### src/sv/ffra_pkg.sv
`timescale 1ns / 1ps

package ffra_pkg;

    localparam int MAX_CHUNKS       = 64;
    localparam int HEADER_BYTES     = 16;
    localparam int GRANULE_BYTES    = 16;
    localparam int REGION_ADDR_BITS = 24;

    localparam int IDX_W   = $clog2(MAX_CHUNKS);
    localparam int CNT_W   = $clog2(MAX_CHUNKS + 1);
    localparam int PAY_W   = REGION_ADDR_BITS;
    localparam int SIZE_W  = 25;
    localparam int BYTES_W = 25;
    localparam int ADDR_W  = 32;
    localparam int NEED_W  = SIZE_W + 1;
    localparam int OFF_W   = REGION_ADDR_BITS + 1;
    localparam int CFG_IDX_W = 1;
    localparam int CFG_DATA_W = 32;

    localparam logic [BYTES_W-1:0] REGION_LIMIT = BYTES_W'(1) << REGION_ADDR_BITS;

    localparam logic [CFG_IDX_W-1:0] CFG_BASE   = 1'b0;
    localparam logic [CFG_IDX_W-1:0] CFG_REGION = 1'b1;

    localparam logic OP_ALLOC   = 1'b0;
    localparam logic OP_RELEASE = 1'b1;

    typedef enum logic [2:0] {
        ST_OK,
        ST_ZERO,
        ST_NOSPACE,
        ST_FULL,
        ST_NOTFOUND,
        ST_ALREADY
    } status_t;

    typedef enum logic [3:0] {
        S_IDLE,
        S_START,
        S_RD,
        S_CHK,
        S_SHR,
        S_SHW,
        S_SPLO,
        S_SPHI,
        S_MERGE,
        S_SLR,
        S_SLW,
        S_DONE
    } state_t;

    typedef enum logic [2:0] {
        RD_NONE,
        RD_IDX,
        RD_JM1,
        RD_IDXP1,
        RD_JPS
    } rd_sel_t;

    typedef struct packed {
        logic    start;
        rd_sel_t rd_sel;
        logic    load_cur;
        logic    step;
        logic    split_init;
        logic    sh_write;
        logic    split_lo;
        logic    split_hi;
        logic    whole;
        logic    merge;
        logic    sl_write;
        logic    result;
        status_t status;
    } cmd_t;

    typedef struct packed {
        logic size_zero;
        logic table_empty;
        logic is_release;
        logic fit;
        logic split_needed;
        logic table_full;
        logic last;
        logic addr_hit;
        logic cur_busy;
        logic has_next;
        logic sh_more;
        logic merge_none;
        logic sl_done;
        logic out_busy;
    } sts_t;

endpackage

### src/sv/ffra_req_if.sv
`timescale 1ns / 1ps

interface ffra_req_if;
    logic                          valid;
    logic                          ready;
    logic                          operation;
    logic [ffra_pkg::SIZE_W-1:0]   request_size;
    logic [ffra_pkg::ADDR_W-1:0]   address;

    modport source (output valid, operation, request_size, address, input ready);
    modport sink (input valid, operation, request_size, address, output ready);
endinterface

### src/sv/ffra_rsp_if.sv
`timescale 1ns / 1ps

interface ffra_rsp_if;
    logic                          valid;
    logic                          ready;
    logic [2:0]                    status;
    logic [ffra_pkg::ADDR_W-1:0]   granted_address;
    logic [ffra_pkg::BYTES_W-1:0]  used_size;
    logic [ffra_pkg::BYTES_W-1:0]  free_size;
    logic [ffra_pkg::BYTES_W-1:0]  total_size;

    modport source (output valid, status, granted_address, used_size, free_size,
                    total_size, input ready);
    modport sink (input valid, status, granted_address, used_size, free_size,
                  total_size, output ready);
endinterface

### src/sv/ffra_cfg_if.sv
`timescale 1ns / 1ps

interface ffra_cfg_if;
    logic                             valid;
    logic                             ready;
    logic [ffra_pkg::CFG_IDX_W-1:0]   index;
    logic [ffra_pkg::CFG_DATA_W-1:0]  data;

    modport source (output valid, index, data, input ready);
    modport sink (input valid, index, data, output ready);
endinterface

### src/sv/ffra_ctrl.sv
`timescale 1ns / 1ps

module ffra_ctrl (
    input  logic           clk,
    input  logic           rst_n,
    input  logic           req_valid,
    output logic           req_ready,
    input  ffra_pkg::sts_t sts,
    output ffra_pkg::cmd_t cmd
);

    ffra_pkg::state_t  state_reg, state_next;
    ffra_pkg::status_t st_reg, st_next;

    always_ff @(posedge clk or negedge rst_n) begin
        if (!rst_n) begin
            state_reg <= ffra_pkg::S_IDLE;
            st_reg    <= ffra_pkg::ST_OK;
        end else begin
            state_reg <= state_next;
            st_reg    <= st_next;
        end
    end

    always_comb begin
        state_next = state_reg;
        st_next    = st_reg;
        req_ready  = 1'b0;
        cmd        = '0;
        cmd.rd_sel = ffra_pkg::RD_NONE;
        cmd.status = st_reg;
        case (state_reg)
            ffra_pkg::S_IDLE: begin
                req_ready = 1'b1;
                if (req_valid) begin
                    cmd.start  = 1'b1;
                    state_next = ffra_pkg::S_START;
                end
            end
            ffra_pkg::S_START: begin
                if (!sts.is_release && sts.size_zero) begin
                    st_next    = ffra_pkg::ST_ZERO;
                    state_next = ffra_pkg::S_DONE;
                end else if (sts.table_empty) begin
                    st_next    = sts.is_release ? ffra_pkg::ST_NOTFOUND : ffra_pkg::ST_NOSPACE;
                    state_next = ffra_pkg::S_DONE;
                end else begin
                    state_next = ffra_pkg::S_RD;
                end
            end
            ffra_pkg::S_RD: begin
                cmd.rd_sel = ffra_pkg::RD_IDX;
                state_next = ffra_pkg::S_CHK;
            end
            ffra_pkg::S_CHK: begin
                cmd.load_cur = 1'b1;
                if (!sts.is_release) begin
                    if (sts.fit) begin
                        if (sts.split_needed) begin
                            if (sts.table_full) begin
                                st_next    = ffra_pkg::ST_FULL;
                                state_next = ffra_pkg::S_DONE;
                            end else begin
                                cmd.split_init = 1'b1;
                                state_next     = ffra_pkg::S_SHR;
                            end
                        end else begin
                            cmd.whole  = 1'b1;
                            st_next    = ffra_pkg::ST_OK;
                            state_next = ffra_pkg::S_DONE;
                        end
                    end else if (sts.last) begin
                        st_next    = ffra_pkg::ST_NOSPACE;
                        state_next = ffra_pkg::S_DONE;
                    end else begin
                        cmd.step   = 1'b1;
                        state_next = ffra_pkg::S_RD;
                    end
                end else begin
                    if (sts.addr_hit) begin
                        if (!sts.cur_busy) begin
                            st_next    = ffra_pkg::ST_ALREADY;
                            state_next = ffra_pkg::S_DONE;
                        end else begin
                            if (sts.has_next) begin
                                cmd.rd_sel = ffra_pkg::RD_IDXP1;
                            end
                            state_next = ffra_pkg::S_MERGE;
                        end
                    end else if (sts.last) begin
                        st_next    = ffra_pkg::ST_NOTFOUND;
                        state_next = ffra_pkg::S_DONE;
                    end else begin
                        cmd.step   = 1'b1;
                        state_next = ffra_pkg::S_RD;
                    end
                end
            end
            ffra_pkg::S_SHR: begin
                if (sts.sh_more) begin
                    cmd.rd_sel = ffra_pkg::RD_JM1;
                    state_next = ffra_pkg::S_SHW;
                end else begin
                    state_next = ffra_pkg::S_SPLO;
                end
            end
            ffra_pkg::S_SHW: begin
                cmd.sh_write = 1'b1;
                state_next   = ffra_pkg::S_SHR;
            end
            ffra_pkg::S_SPLO: begin
                cmd.split_lo = 1'b1;
                state_next   = ffra_pkg::S_SPHI;
            end
            ffra_pkg::S_SPHI: begin
                cmd.split_hi = 1'b1;
                st_next      = ffra_pkg::ST_OK;
                state_next   = ffra_pkg::S_DONE;
            end
            ffra_pkg::S_MERGE: begin
                cmd.merge = 1'b1;
                st_next   = ffra_pkg::ST_OK;
                state_next = sts.merge_none ? ffra_pkg::S_DONE : ffra_pkg::S_SLR;
            end
            ffra_pkg::S_SLR: begin
                if (sts.sl_done) begin
                    state_next = ffra_pkg::S_DONE;
                end else begin
                    cmd.rd_sel = ffra_pkg::RD_JPS;
                    state_next = ffra_pkg::S_SLW;
                end
            end
            ffra_pkg::S_SLW: begin
                cmd.sl_write = 1'b1;
                state_next   = ffra_pkg::S_SLR;
            end
            ffra_pkg::S_DONE: begin
                if (!sts.out_busy) begin
                    cmd.result = 1'b1;
                    state_next = ffra_pkg::S_IDLE;
                end
            end
            default: begin
                state_next = ffra_pkg::S_IDLE;
            end
        endcase
    end

endmodule

### src/sv/ffra_dp.sv
`timescale 1ns / 1ps

module ffra_dp (
    input  logic                              clk,
    input  logic                              rst_n,
    input  ffra_pkg::cmd_t                    cmd,
    output ffra_pkg::sts_t                    sts,
    input  logic                              operation,
    input  logic [ffra_pkg::SIZE_W-1:0]       request_size,
    input  logic [ffra_pkg::ADDR_W-1:0]       address,
    input  logic                              cfg_valid,
    input  logic [ffra_pkg::CFG_IDX_W-1:0]    cfg_index,
    input  logic [ffra_pkg::CFG_DATA_W-1:0]   cfg_data,
    input  logic                              out_ready,
    output logic                              out_valid,
    output ffra_pkg::status_t                 status,
    output logic [ffra_pkg::ADDR_W-1:0]       granted_address,
    output logic [ffra_pkg::BYTES_W-1:0]      used_size,
    output logic [ffra_pkg::BYTES_W-1:0]      free_size,
    output logic [ffra_pkg::BYTES_W-1:0]      total_size
);

    localparam int IW = ffra_pkg::IDX_W;
    localparam int CW = ffra_pkg::CNT_W;
    localparam int PW = ffra_pkg::PAY_W;
    localparam int BW = ffra_pkg::BYTES_W;
    localparam int NW = ffra_pkg::NEED_W;
    localparam int OW = ffra_pkg::OFF_W;
    localparam int AW = ffra_pkg::ADDR_W;

    logic [PW:0] mem [ffra_pkg::MAX_CHUNKS];

    logic [AW-1:0] base_reg;
    logic [BW-1:0] eff_reg;
    logic [CW-1:0] total_reg;
    logic [BW-1:0] used_reg;
    logic [BW-1:0] free_reg;
    logic          init_reg;
    logic          out_valid_reg;

    logic                         op_reg;
    logic [ffra_pkg::SIZE_W-1:0]  size_reg;
    logic [AW-1:0]                addr_reg;
    logic [OW-1:0]                off_reg;
    logic [IW-1:0]                idx_reg;
    logic [CW-1:0]                j_reg;
    logic [1:0]                   s_reg;
    logic [PW-1:0]                cur_pay_reg;
    logic                         prev_busy_reg;
    logic [PW-1:0]                prev_pay_reg;
    logic [PW:0]                  mem_q_reg;
    logic                         rd0_reg;
    logic [AW-1:0]                grant_reg;
    ffra_pkg::status_t            status_reg;
    logic [AW-1:0]                granted_out_reg;
    logic [BW-1:0]                used_out_reg;
    logic [BW-1:0]                free_out_reg;
    logic [BW-1:0]                total_out_reg;

    logic          rd_busy;
    logic [PW-1:0] rd_pay;
    logic [NW-1:0] need;
    logic [CW-1:0] idx_p1;
    logic          rd_en;
    logic [IW-1:0] raddr;
    logic          wr_en;
    logic [IW-1:0] waddr;
    logic [PW:0]   wdata;
    logic          pm;
    logic          nm;
    logic [1:0]    s_next;
    logic [BW-1:0] mval;
    logic [IW-1:0] mw;
    logic [CW-1:0] md;
    logic [BW-1:0] cfg_eff;
    logic [AW-1:0] chunk_addr;

    assign rd_busy = rd0_reg ? 1'b0 : mem_q_reg[PW];
    assign rd_pay  = rd0_reg ? PW'(eff_reg - BW'(ffra_pkg::HEADER_BYTES)) : mem_q_reg[PW-1:0];

    assign need = NW'((NW'(size_reg) + NW'(ffra_pkg::GRANULE_BYTES - 1))
                      / ffra_pkg::GRANULE_BYTES * ffra_pkg::GRANULE_BYTES);
    assign idx_p1     = CW'(idx_reg) + CW'(1);
    assign chunk_addr = base_reg + AW'(off_reg) + AW'(ffra_pkg::HEADER_BYTES);

    assign cfg_eff = (cfg_data[BW-1:0] > ffra_pkg::REGION_LIMIT)
                     ? ffra_pkg::REGION_LIMIT : cfg_data[BW-1:0];

    always_comb begin
        pm     = (idx_reg != '0) && !prev_busy_reg;
        nm     = (idx_p1 < total_reg) && !rd_busy;
        s_next = {1'b0, pm} + {1'b0, nm};
        mval   = BW'(cur_pay_reg);
        if (pm) begin
            mval = mval + BW'(prev_pay_reg) + BW'(ffra_pkg::HEADER_BYTES);
        end
        if (nm) begin
            mval = mval + BW'(rd_pay) + BW'(ffra_pkg::HEADER_BYTES);
        end
        mw = pm ? idx_reg - IW'(1) : idx_reg;
        md = pm ? CW'(idx_reg) : idx_p1;
    end

    always_comb begin
        sts              = '0;
        sts.size_zero    = (size_reg == '0);
        sts.table_empty  = (total_reg == '0);
        sts.is_release   = (op_reg == ffra_pkg::OP_RELEASE);
        sts.fit          = !rd_busy && (NW'(rd_pay) >= need);
        sts.split_needed = NW'(rd_pay) > need + NW'(ffra_pkg::HEADER_BYTES);
        sts.table_full   = total_reg >= CW'(ffra_pkg::MAX_CHUNKS);
        sts.last         = (idx_p1 == total_reg);
        sts.addr_hit     = (chunk_addr == addr_reg);
        sts.cur_busy     = rd_busy;
        sts.has_next     = (idx_p1 < total_reg);
        sts.sh_more      = (j_reg > idx_p1);
        sts.merge_none   = (s_next == 2'd0);
        sts.sl_done      = (j_reg >= total_reg);
        sts.out_busy     = out_valid_reg && !out_ready;
    end

    always_comb begin
        rd_en = 1'b1;
        case (cmd.rd_sel)
            ffra_pkg::RD_IDX:   raddr = idx_reg;
            ffra_pkg::RD_JM1:   raddr = IW'(j_reg - CW'(1));
            ffra_pkg::RD_IDXP1: raddr = IW'(idx_p1);
            ffra_pkg::RD_JPS:   raddr = IW'(j_reg + CW'(s_reg));
            default: begin
                rd_en = 1'b0;
                raddr = idx_reg;
            end
        endcase
    end

    always_comb begin
        wr_en = 1'b1;
        waddr = idx_reg;
        wdata = {rd_busy, rd_pay};
        if (cmd.whole) begin
            wdata = {1'b1, rd_pay};
        end else if (cmd.sh_write || cmd.sl_write) begin
            waddr = IW'(j_reg);
        end else if (cmd.split_lo) begin
            waddr = IW'(idx_p1);
            wdata = {1'b0, PW'(NW'(cur_pay_reg) - need - NW'(ffra_pkg::HEADER_BYTES))};
        end else if (cmd.split_hi) begin
            wdata = {1'b1, PW'(need)};
        end else if (cmd.merge) begin
            waddr = mw;
            wdata = {1'b0, PW'(mval)};
        end else begin
            wr_en = 1'b0;
        end
    end

    always_ff @(posedge clk) begin
        if (wr_en) begin
            mem[waddr] <= wdata;
        end
        if (rd_en) begin
            mem_q_reg <= mem[raddr];
        end
    end

    always_ff @(posedge clk or negedge rst_n) begin
        if (!rst_n) begin
            base_reg      <= 32'h0800_0000;
            eff_reg       <= ffra_pkg::REGION_LIMIT;
            total_reg     <= CW'(1);
            used_reg      <= '0;
            free_reg      <= ffra_pkg::REGION_LIMIT - BW'(ffra_pkg::HEADER_BYTES);
            init_reg      <= 1'b1;
            out_valid_reg <= 1'b0;
        end else begin
            if (cfg_valid) begin
                if (cfg_index == ffra_pkg::CFG_BASE) begin
                    base_reg <= cfg_data;
                end else begin
                    eff_reg  <= cfg_eff;
                    used_reg <= '0;
                    init_reg <= 1'b1;
                    if (cfg_eff > BW'(ffra_pkg::HEADER_BYTES)) begin
                        total_reg <= CW'(1);
                        free_reg  <= cfg_eff - BW'(ffra_pkg::HEADER_BYTES);
                    end else begin
                        total_reg <= '0;
                        free_reg  <= '0;
                    end
                end
            end
            if (wr_en && waddr == '0) begin
                init_reg <= 1'b0;
            end
            if (cmd.whole) begin
                used_reg <= used_reg + BW'(rd_pay);
                free_reg <= free_reg - BW'(rd_pay);
            end
            if (cmd.split_hi) begin
                total_reg <= total_reg + CW'(1);
                used_reg  <= used_reg + BW'(need);
                free_reg  <= free_reg - BW'(need) - BW'(ffra_pkg::HEADER_BYTES);
            end
            if (cmd.merge) begin
                total_reg <= total_reg - CW'(s_next);
                used_reg  <= used_reg - BW'(cur_pay_reg);
                free_reg  <= free_reg + BW'(cur_pay_reg)
                             + BW'(s_next) * BW'(ffra_pkg::HEADER_BYTES);
            end
            if (cmd.result) begin
                out_valid_reg <= 1'b1;
            end else if (out_ready) begin
                out_valid_reg <= 1'b0;
            end
        end
    end

    always_ff @(posedge clk) begin
        if (rd_en) begin
            rd0_reg <= init_reg && (raddr == '0);
        end
        if (cmd.start) begin
            op_reg        <= operation;
            size_reg      <= request_size;
            addr_reg      <= address;
            off_reg       <= '0;
            idx_reg       <= '0;
            prev_busy_reg <= 1'b1;
            grant_reg     <= '0;
        end
        if (cmd.load_cur) begin
            cur_pay_reg <= rd_pay;
        end
        if (cmd.step) begin
            off_reg       <= off_reg + OW'(ffra_pkg::HEADER_BYTES) + OW'(rd_pay);
            prev_busy_reg <= rd_busy;
            prev_pay_reg  <= rd_pay;
            idx_reg       <= idx_reg + IW'(1);
        end
        if (cmd.split_init) begin
            j_reg <= total_reg;
        end
        if (cmd.sh_write) begin
            j_reg <= j_reg - CW'(1);
        end
        if (cmd.whole || cmd.split_hi) begin
            grant_reg <= chunk_addr;
        end
        if (cmd.merge) begin
            j_reg <= md;
            s_reg <= s_next;
        end
        if (cmd.sl_write) begin
            j_reg <= j_reg + CW'(1);
        end
        if (cmd.result) begin
            status_reg      <= cmd.status;
            granted_out_reg <= grant_reg;
            used_out_reg    <= used_reg;
            free_out_reg    <= free_reg;
            total_out_reg   <= (total_reg != '0) ? eff_reg : '0;
        end
    end

    assign out_valid       = out_valid_reg;
    assign status          = status_reg;
    assign granted_address = granted_out_reg;
    assign used_size       = used_out_reg;
    assign free_size       = free_out_reg;
    assign total_size      = total_out_reg;

endmodule

### src/sv/first_fit_region_allocator.sv
`timescale 1ns / 1ps

// First-fit allocator for one bus region, kept as an address-ordered table of up to
// 64 chunks in a single-port-write, registered-read memory. A request walks the table
// from the first chunk; each entry visited is first read and then examined. A split
// then moves every later entry up by one and a merging release moves later entries
// down, each moved entry again being read and then written. A new request is taken
// only when the previous one is finished; its result sits in an output register until
// taken. Configuration beats are always accepted and must arrive while the block is
// idle; writing region_bytes resets the table to one free chunk at once, or to an
// empty table if the region is no larger than one chunk header.
module first_fit_region_allocator (
    input logic        clk,
    input logic        rst_n,
    ffra_req_if.sink   req,
    ffra_rsp_if.source rsp,
    ffra_cfg_if.sink   cfg
);

    ffra_pkg::cmd_t    cmd;
    ffra_pkg::sts_t    sts;
    ffra_pkg::status_t status;
    logic              ready;

    ffra_ctrl u_ctrl (
        .clk       (clk),
        .rst_n     (rst_n),
        .req_valid (req.valid),
        .req_ready (ready),
        .sts       (sts),
        .cmd       (cmd)
    );

    ffra_dp u_dp (
        .clk             (clk),
        .rst_n           (rst_n),
        .cmd             (cmd),
        .sts             (sts),
        .operation       (req.operation),
        .request_size    (req.request_size),
        .address         (req.address),
        .cfg_valid       (cfg.valid),
        .cfg_index       (cfg.index),
        .cfg_data        (cfg.data),
        .out_ready       (rsp.ready),
        .out_valid       (rsp.valid),
        .status          (status),
        .granted_address (rsp.granted_address),
        .used_size       (rsp.used_size),
        .free_size       (rsp.free_size),
        .total_size      (rsp.total_size)
    );

    assign req.ready  = ready;
    assign rsp.status = status;
    assign cfg.ready  = 1'b1;

endmodule

### src/flat_wrapper.sv
// flat-port wrapper written by rule: the top's interface ports become plain ports
module first_fit_region_allocator_flat 
  (clk, rst_n, req_valid, req_operation, req_request_size, req_address, req_ready, rsp_valid, rsp_status, rsp_granted_address, rsp_used_size, rsp_free_size, rsp_total_size, rsp_ready, cfg_valid, cfg_index, cfg_data, cfg_ready);
  ffra_req_if req_i ();
  ffra_rsp_if rsp_i ();
  ffra_cfg_if cfg_i ();
  input logic clk;
  input logic rst_n;
  input wire logic [$bits(req_i.valid)-1:0] req_valid;
  input wire logic [$bits(req_i.operation)-1:0] req_operation;
  input wire logic [$bits(req_i.request_size)-1:0] req_request_size;
  input wire logic [$bits(req_i.address)-1:0] req_address;
  output wire logic [$bits(req_i.ready)-1:0] req_ready;
  output wire logic [$bits(rsp_i.valid)-1:0] rsp_valid;
  output wire logic [$bits(rsp_i.status)-1:0] rsp_status;
  output wire logic [$bits(rsp_i.granted_address)-1:0] rsp_granted_address;
  output wire logic [$bits(rsp_i.used_size)-1:0] rsp_used_size;
  output wire logic [$bits(rsp_i.free_size)-1:0] rsp_free_size;
  output wire logic [$bits(rsp_i.total_size)-1:0] rsp_total_size;
  input wire logic [$bits(rsp_i.ready)-1:0] rsp_ready;
  input wire logic [$bits(cfg_i.valid)-1:0] cfg_valid;
  input wire logic [$bits(cfg_i.index)-1:0] cfg_index;
  input wire logic [$bits(cfg_i.data)-1:0] cfg_data;
  output wire logic [$bits(cfg_i.ready)-1:0] cfg_ready;
  assign req_i.valid = req_valid;
  assign req_i.operation = req_operation;
  assign req_i.request_size = req_request_size;
  assign req_i.address = req_address;
  assign req_ready = req_i.ready;
  assign rsp_valid = rsp_i.valid;
  assign rsp_status = rsp_i.status;
  assign rsp_granted_address = rsp_i.granted_address;
  assign rsp_used_size = rsp_i.used_size;
  assign rsp_free_size = rsp_i.free_size;
  assign rsp_total_size = rsp_i.total_size;
  assign rsp_i.ready = rsp_ready;
  assign cfg_i.valid = cfg_valid;
  assign cfg_i.index = cfg_index;
  assign cfg_i.data = cfg_data;
  assign cfg_ready = cfg_i.ready;
  first_fit_region_allocator u_core (.clk(clk), .rst_n(rst_n), .req(req_i), .rsp(rsp_i), .cfg(cfg_i));
endmodule
### config.mk
export PLATFORM = sky130hd
export DESIGN_NAME = first_fit_region_allocator_flat
export DESIGN_NICKNAME = d
export VERILOG_FILES = /design/src/sv/ffra_pkg.sv /design/src/sv/ffra_req_if.sv /design/src/sv/ffra_rsp_if.sv /design/src/sv/ffra_cfg_if.sv /design/src/sv/ffra_ctrl.sv /design/src/sv/ffra_dp.sv /design/src/sv/first_fit_region_allocator.sv /design/src/flat_wrapper.sv
export SDC_FILE = /design/constraint.sdc
export NUM_CORES = 2
export LEC_CHECK = 0
export BUFFER_PORTS_ARGS = -buffer_cell sky130_fd_sc_hd__buf_2
export CAP_MARGIN = 20
export CORE_MARGIN = 5
export CORE_UTILIZATION = 49
export DETAILED_ROUTE_END_ITERATION = 10
export PLACE_DENSITY = 0.67
export SYNTH_ARGS = -nofsm -noshare
export SYNTH_HDL_FRONTEND = slang
export SYNTH_SLANG_ARGS = --single-unit
### constraint.sdc
create_clock -name clk -period 8.7 [get_ports clk]
set_input_delay 1.74 -clock clk [delete_from_list [all_inputs] [get_ports clk]]
set_output_delay 1.74 -clock clk [all_outputs]
set_load 0.02 [all_outputs]
==> summary.txt <==
Status: finished, final reports clean
Routability cong.: 0.9779
Min-Delay Path Depth: 0
Leak: 40.23 nW
Die Height: 456.7 um
Setup repair bufs after CTS: 0
Commonest non-fill, non-tap cell in the layout: edfxtp_1
Max Fclk: 0.1281 GHz
Vias in the first global route: 65,840
Pre-CTS setup slack: 1112 ps
Tightest Hold Check Type: reg -> reg
Worst Tran Pin Value: 1148 ps
Final setup violating endpoints: 0
Routed vias: 70,250
Crit start category: flop
Dpl hpwl: 195.6 mm
Io pins: 209
Synth warnings: 0
GRT Overall Usage: 0.2824
Chip width: 456.7 um
Most flops, register: u_core.u_dp.mem
Flip-flop count of the largest register after layout: 1,600
Crit path max fanout: 159
Routed WL: 304.2 mm
Max-cap violations: 0
Number of buffers created by CTS: 206
Dpl cell area: 102,900 um^2
Post-CTS sizing: 0
Total Neg Setup Slack: 0 ps
Reg2reg path depth: 21
CP required: 9290 ps
Ranking of synthesized cells by area: edfxtp_1, nand2_1, ha_1
Final Cell Area: 109,500 um^2
IO buf count: 207
Slew HR: 0.2348
Syn Area/Cell: 11.67 um^2
Yosys top cell area share: 0.5881
TritonCTS clock tree: yes
Initial Util: 0.4908
Final Slew Violations: 0
Final Skew: 68.69 ps
Most frequent cells in the layout: edfxtp_1, nand2_1, ha_1
Largest net degree at the start of global routing: 166
Peak supply drop: 0.0004143 V
Core area: 199,200 um^2
FP Rows: 164
Fin. Hold Viols: 0
WL/cell: 26.62 um
Yosys cell types: 92
Final period utilization: 0.8974
Overflow after GRT: 0
PwrDens: 415.4 nW/um^2
Crit path time final: 7808 ps
Nets: 9,196
CP arrival: 8400 ps
Setup CP Type: reg -> reg
Primary FF master, synth: edfxtp_1
CTS root buffer: clkbuf_16
First drt pass iteration count: 6
Yosys reg bits: 2,038
Residual DRC: 0
First-pass GRT wire length: 441.8 mm
Remaining antenna violation count: 0
Syn Nets: 8,972
H-tree Lvls: 4
EDFF count, synth: 1,915
Core Util, Final: 0.5497
Post-synth ARST share: 0.06035
Antenna violations before repair: 17
Hold buffer count at cts: 0
Dominant cell type by area after synthesis: edfxtp_1
Hold Slack: 401.8 ps
Post-synthesis sequential area ratio: 0.6198
RSZ-0062 raised after global routing: false
Setup ws final: 892.4 ps
Fraction of layout cells with a size suffix above 1: 0.1053
Post-Synthesis Cells: 8,377
Clock sink count: 2,038
Mapped cell area: 97,790 um^2
Vias per cell: 6.145
Die area: 208,600 um^2
Worst-Skew Late Latency: 870 ps
Area grow syn2layout: 12.00%
Crit end category: flop
DR iter-0 viols: 8,397
Clock transition at path regs: 60 ps
Clock buffer depth: 3
## power by group
group | internal, W | total (W) | leakage (nW) | switching (W)
clock | 0.00484 | 0.00868 | 3.16 | 0.00384
sequential | 0.0135 | 0.0144 | 18.8 | 0.000926
combinational | 0.00734 | 0.0224 | 18.2 | 0.0151
total | 0.0256 | 0.0455 | 40.2 | 0.0199
## final cells by class
cell class	count	area [um^2]
multi-input combinational	5633	34960
tap	2656	3323
fill	16570	89720
clock inverter	118	1200
inverter	300	1126
antenna	6	15.01
sequential	2038	60610
timing repair buffer	422	2917
clock buffer	258	5370
## synth_stat cells (14+ instances only)
| cell | number |
|---|---|
| ha_1 | 486 |
| o21a_1 | 40 |
| o221ai_1 | 26 |
| a21o_1 | 53 |
| o22ai_1 | 25 |
| clkbuf_1 | 267 |
| o211ai_1 | 33 |
| a221oi_1 | 18 |
| o21ai_0 | 241 |
| nor3_1 | 130 |
| nand3_1 | 461 |
| and3_1 | 62 |
| a211o_1 | 14 |
| edfxtp_1 | 1915 |
| nor2_1 | 402 |
| a21oi_1 | 437 |
| mux2i_1 | 52 |
| a32oi_1 | 179 |
| o31ai_1 | 17 |
| xor2_1 | 130 |
| or4_1 | 30 |
| dfrtp_1 | 99 |
| o41ai_1 | 40 |
| nand4_1 | 196 |
| buf_2 | 85 |
| a31oi_1 | 39 |
| buf_1 | 46 |
| a32o_1 | 25 |
| o21bai_1 | 33 |
| inv_1 | 299 |
| nor4_1 | 30 |
| mux2_2 | 43 |
| a211oi_1 | 36 |
| or3_1 | 42 |
| nand2b_1 | 49 |
| and2_1 | 44 |
| nor2b_1 | 56 |
| xnor2_1 | 182 |
| nand2_1 | 1756 |
| dfstp_2 | 24 |
## critical path, cell delays in order (launching register included)
cell	delay, ps
edfxtp_1	420
ha_1	300
ha_1	540
nor2_1	150
or3_1	440
a21o_1	190
a31oi_2	350
or2_1	240
xor3_1	250
a31o_2	220
a2111oi_0	510
o2111ai_1	630
or2_1	410
buf_4	220
a311o_2	530
buf_12	230
buf_12	350
nand2_1	180
a32oi_1	110
nand4_1	120
nand2_1	260
or4_1	600
## cell families after synthesis
kind of cell / after synthesis / share of synthesized area
AO/OA/AOI/OAI: 1405 / 0.09622
XOR/XNOR: 318 / 0.02934
adder cells (fa/ha/maj): 499 / 0.06485
buffers and inverters: 706 / 0.02872
flip-flops: 2038 / 0.6198
multiplexers: 95 / 0.01027
other: 1 / 0.00003835
AND/OR/NAND/NOR: 3315 / 0.1507
## path summary, 6_finish.rpt
| path | start | endpoint | slack, ps |
|---|---|---|---|
| setup / recovery | u_core.u_dp.off_reg[5] | u_core.u_dp.mem_q_reg[12] | 890 |
| hold / removal | u_core.u_dp.grant_reg[0] | u_core.u_dp.granted_address[0] | 400 |
| setup reg to reg | u_core.u_dp.off_reg[5] | u_core.u_dp.mem_q_reg[12] | 890 |
| hold reg to reg | u_core.u_dp.grant_reg[0] | u_core.u_dp.granted_address[0] | 400 |
| max in group asynchronous | rst_n | u_core.u_dp.eff_reg[2] | 6380 |
| min in group asynchronous | rst_n | u_core.u_dp.used_reg[3] | 930 |
## stage by stage
stage,std cells,power [W]
floorplan,8377,0.02893
global placement,11050,0.03611
detailed placement,11050,0.03657
CTS,11420,0.04529
global route,11430,0.04793
finish,11430,0.04550
## per-layer routing
layer / track usage / share of wire
met1: 0.3855 / 0.40
met2: 0.4418 / 0.46
met3: 0.05126 / 0.092
met4: 0.1308 / 0.054
met5: 0 / 0.00015
No activity file was read; power rests on OpenSTA's default activity.
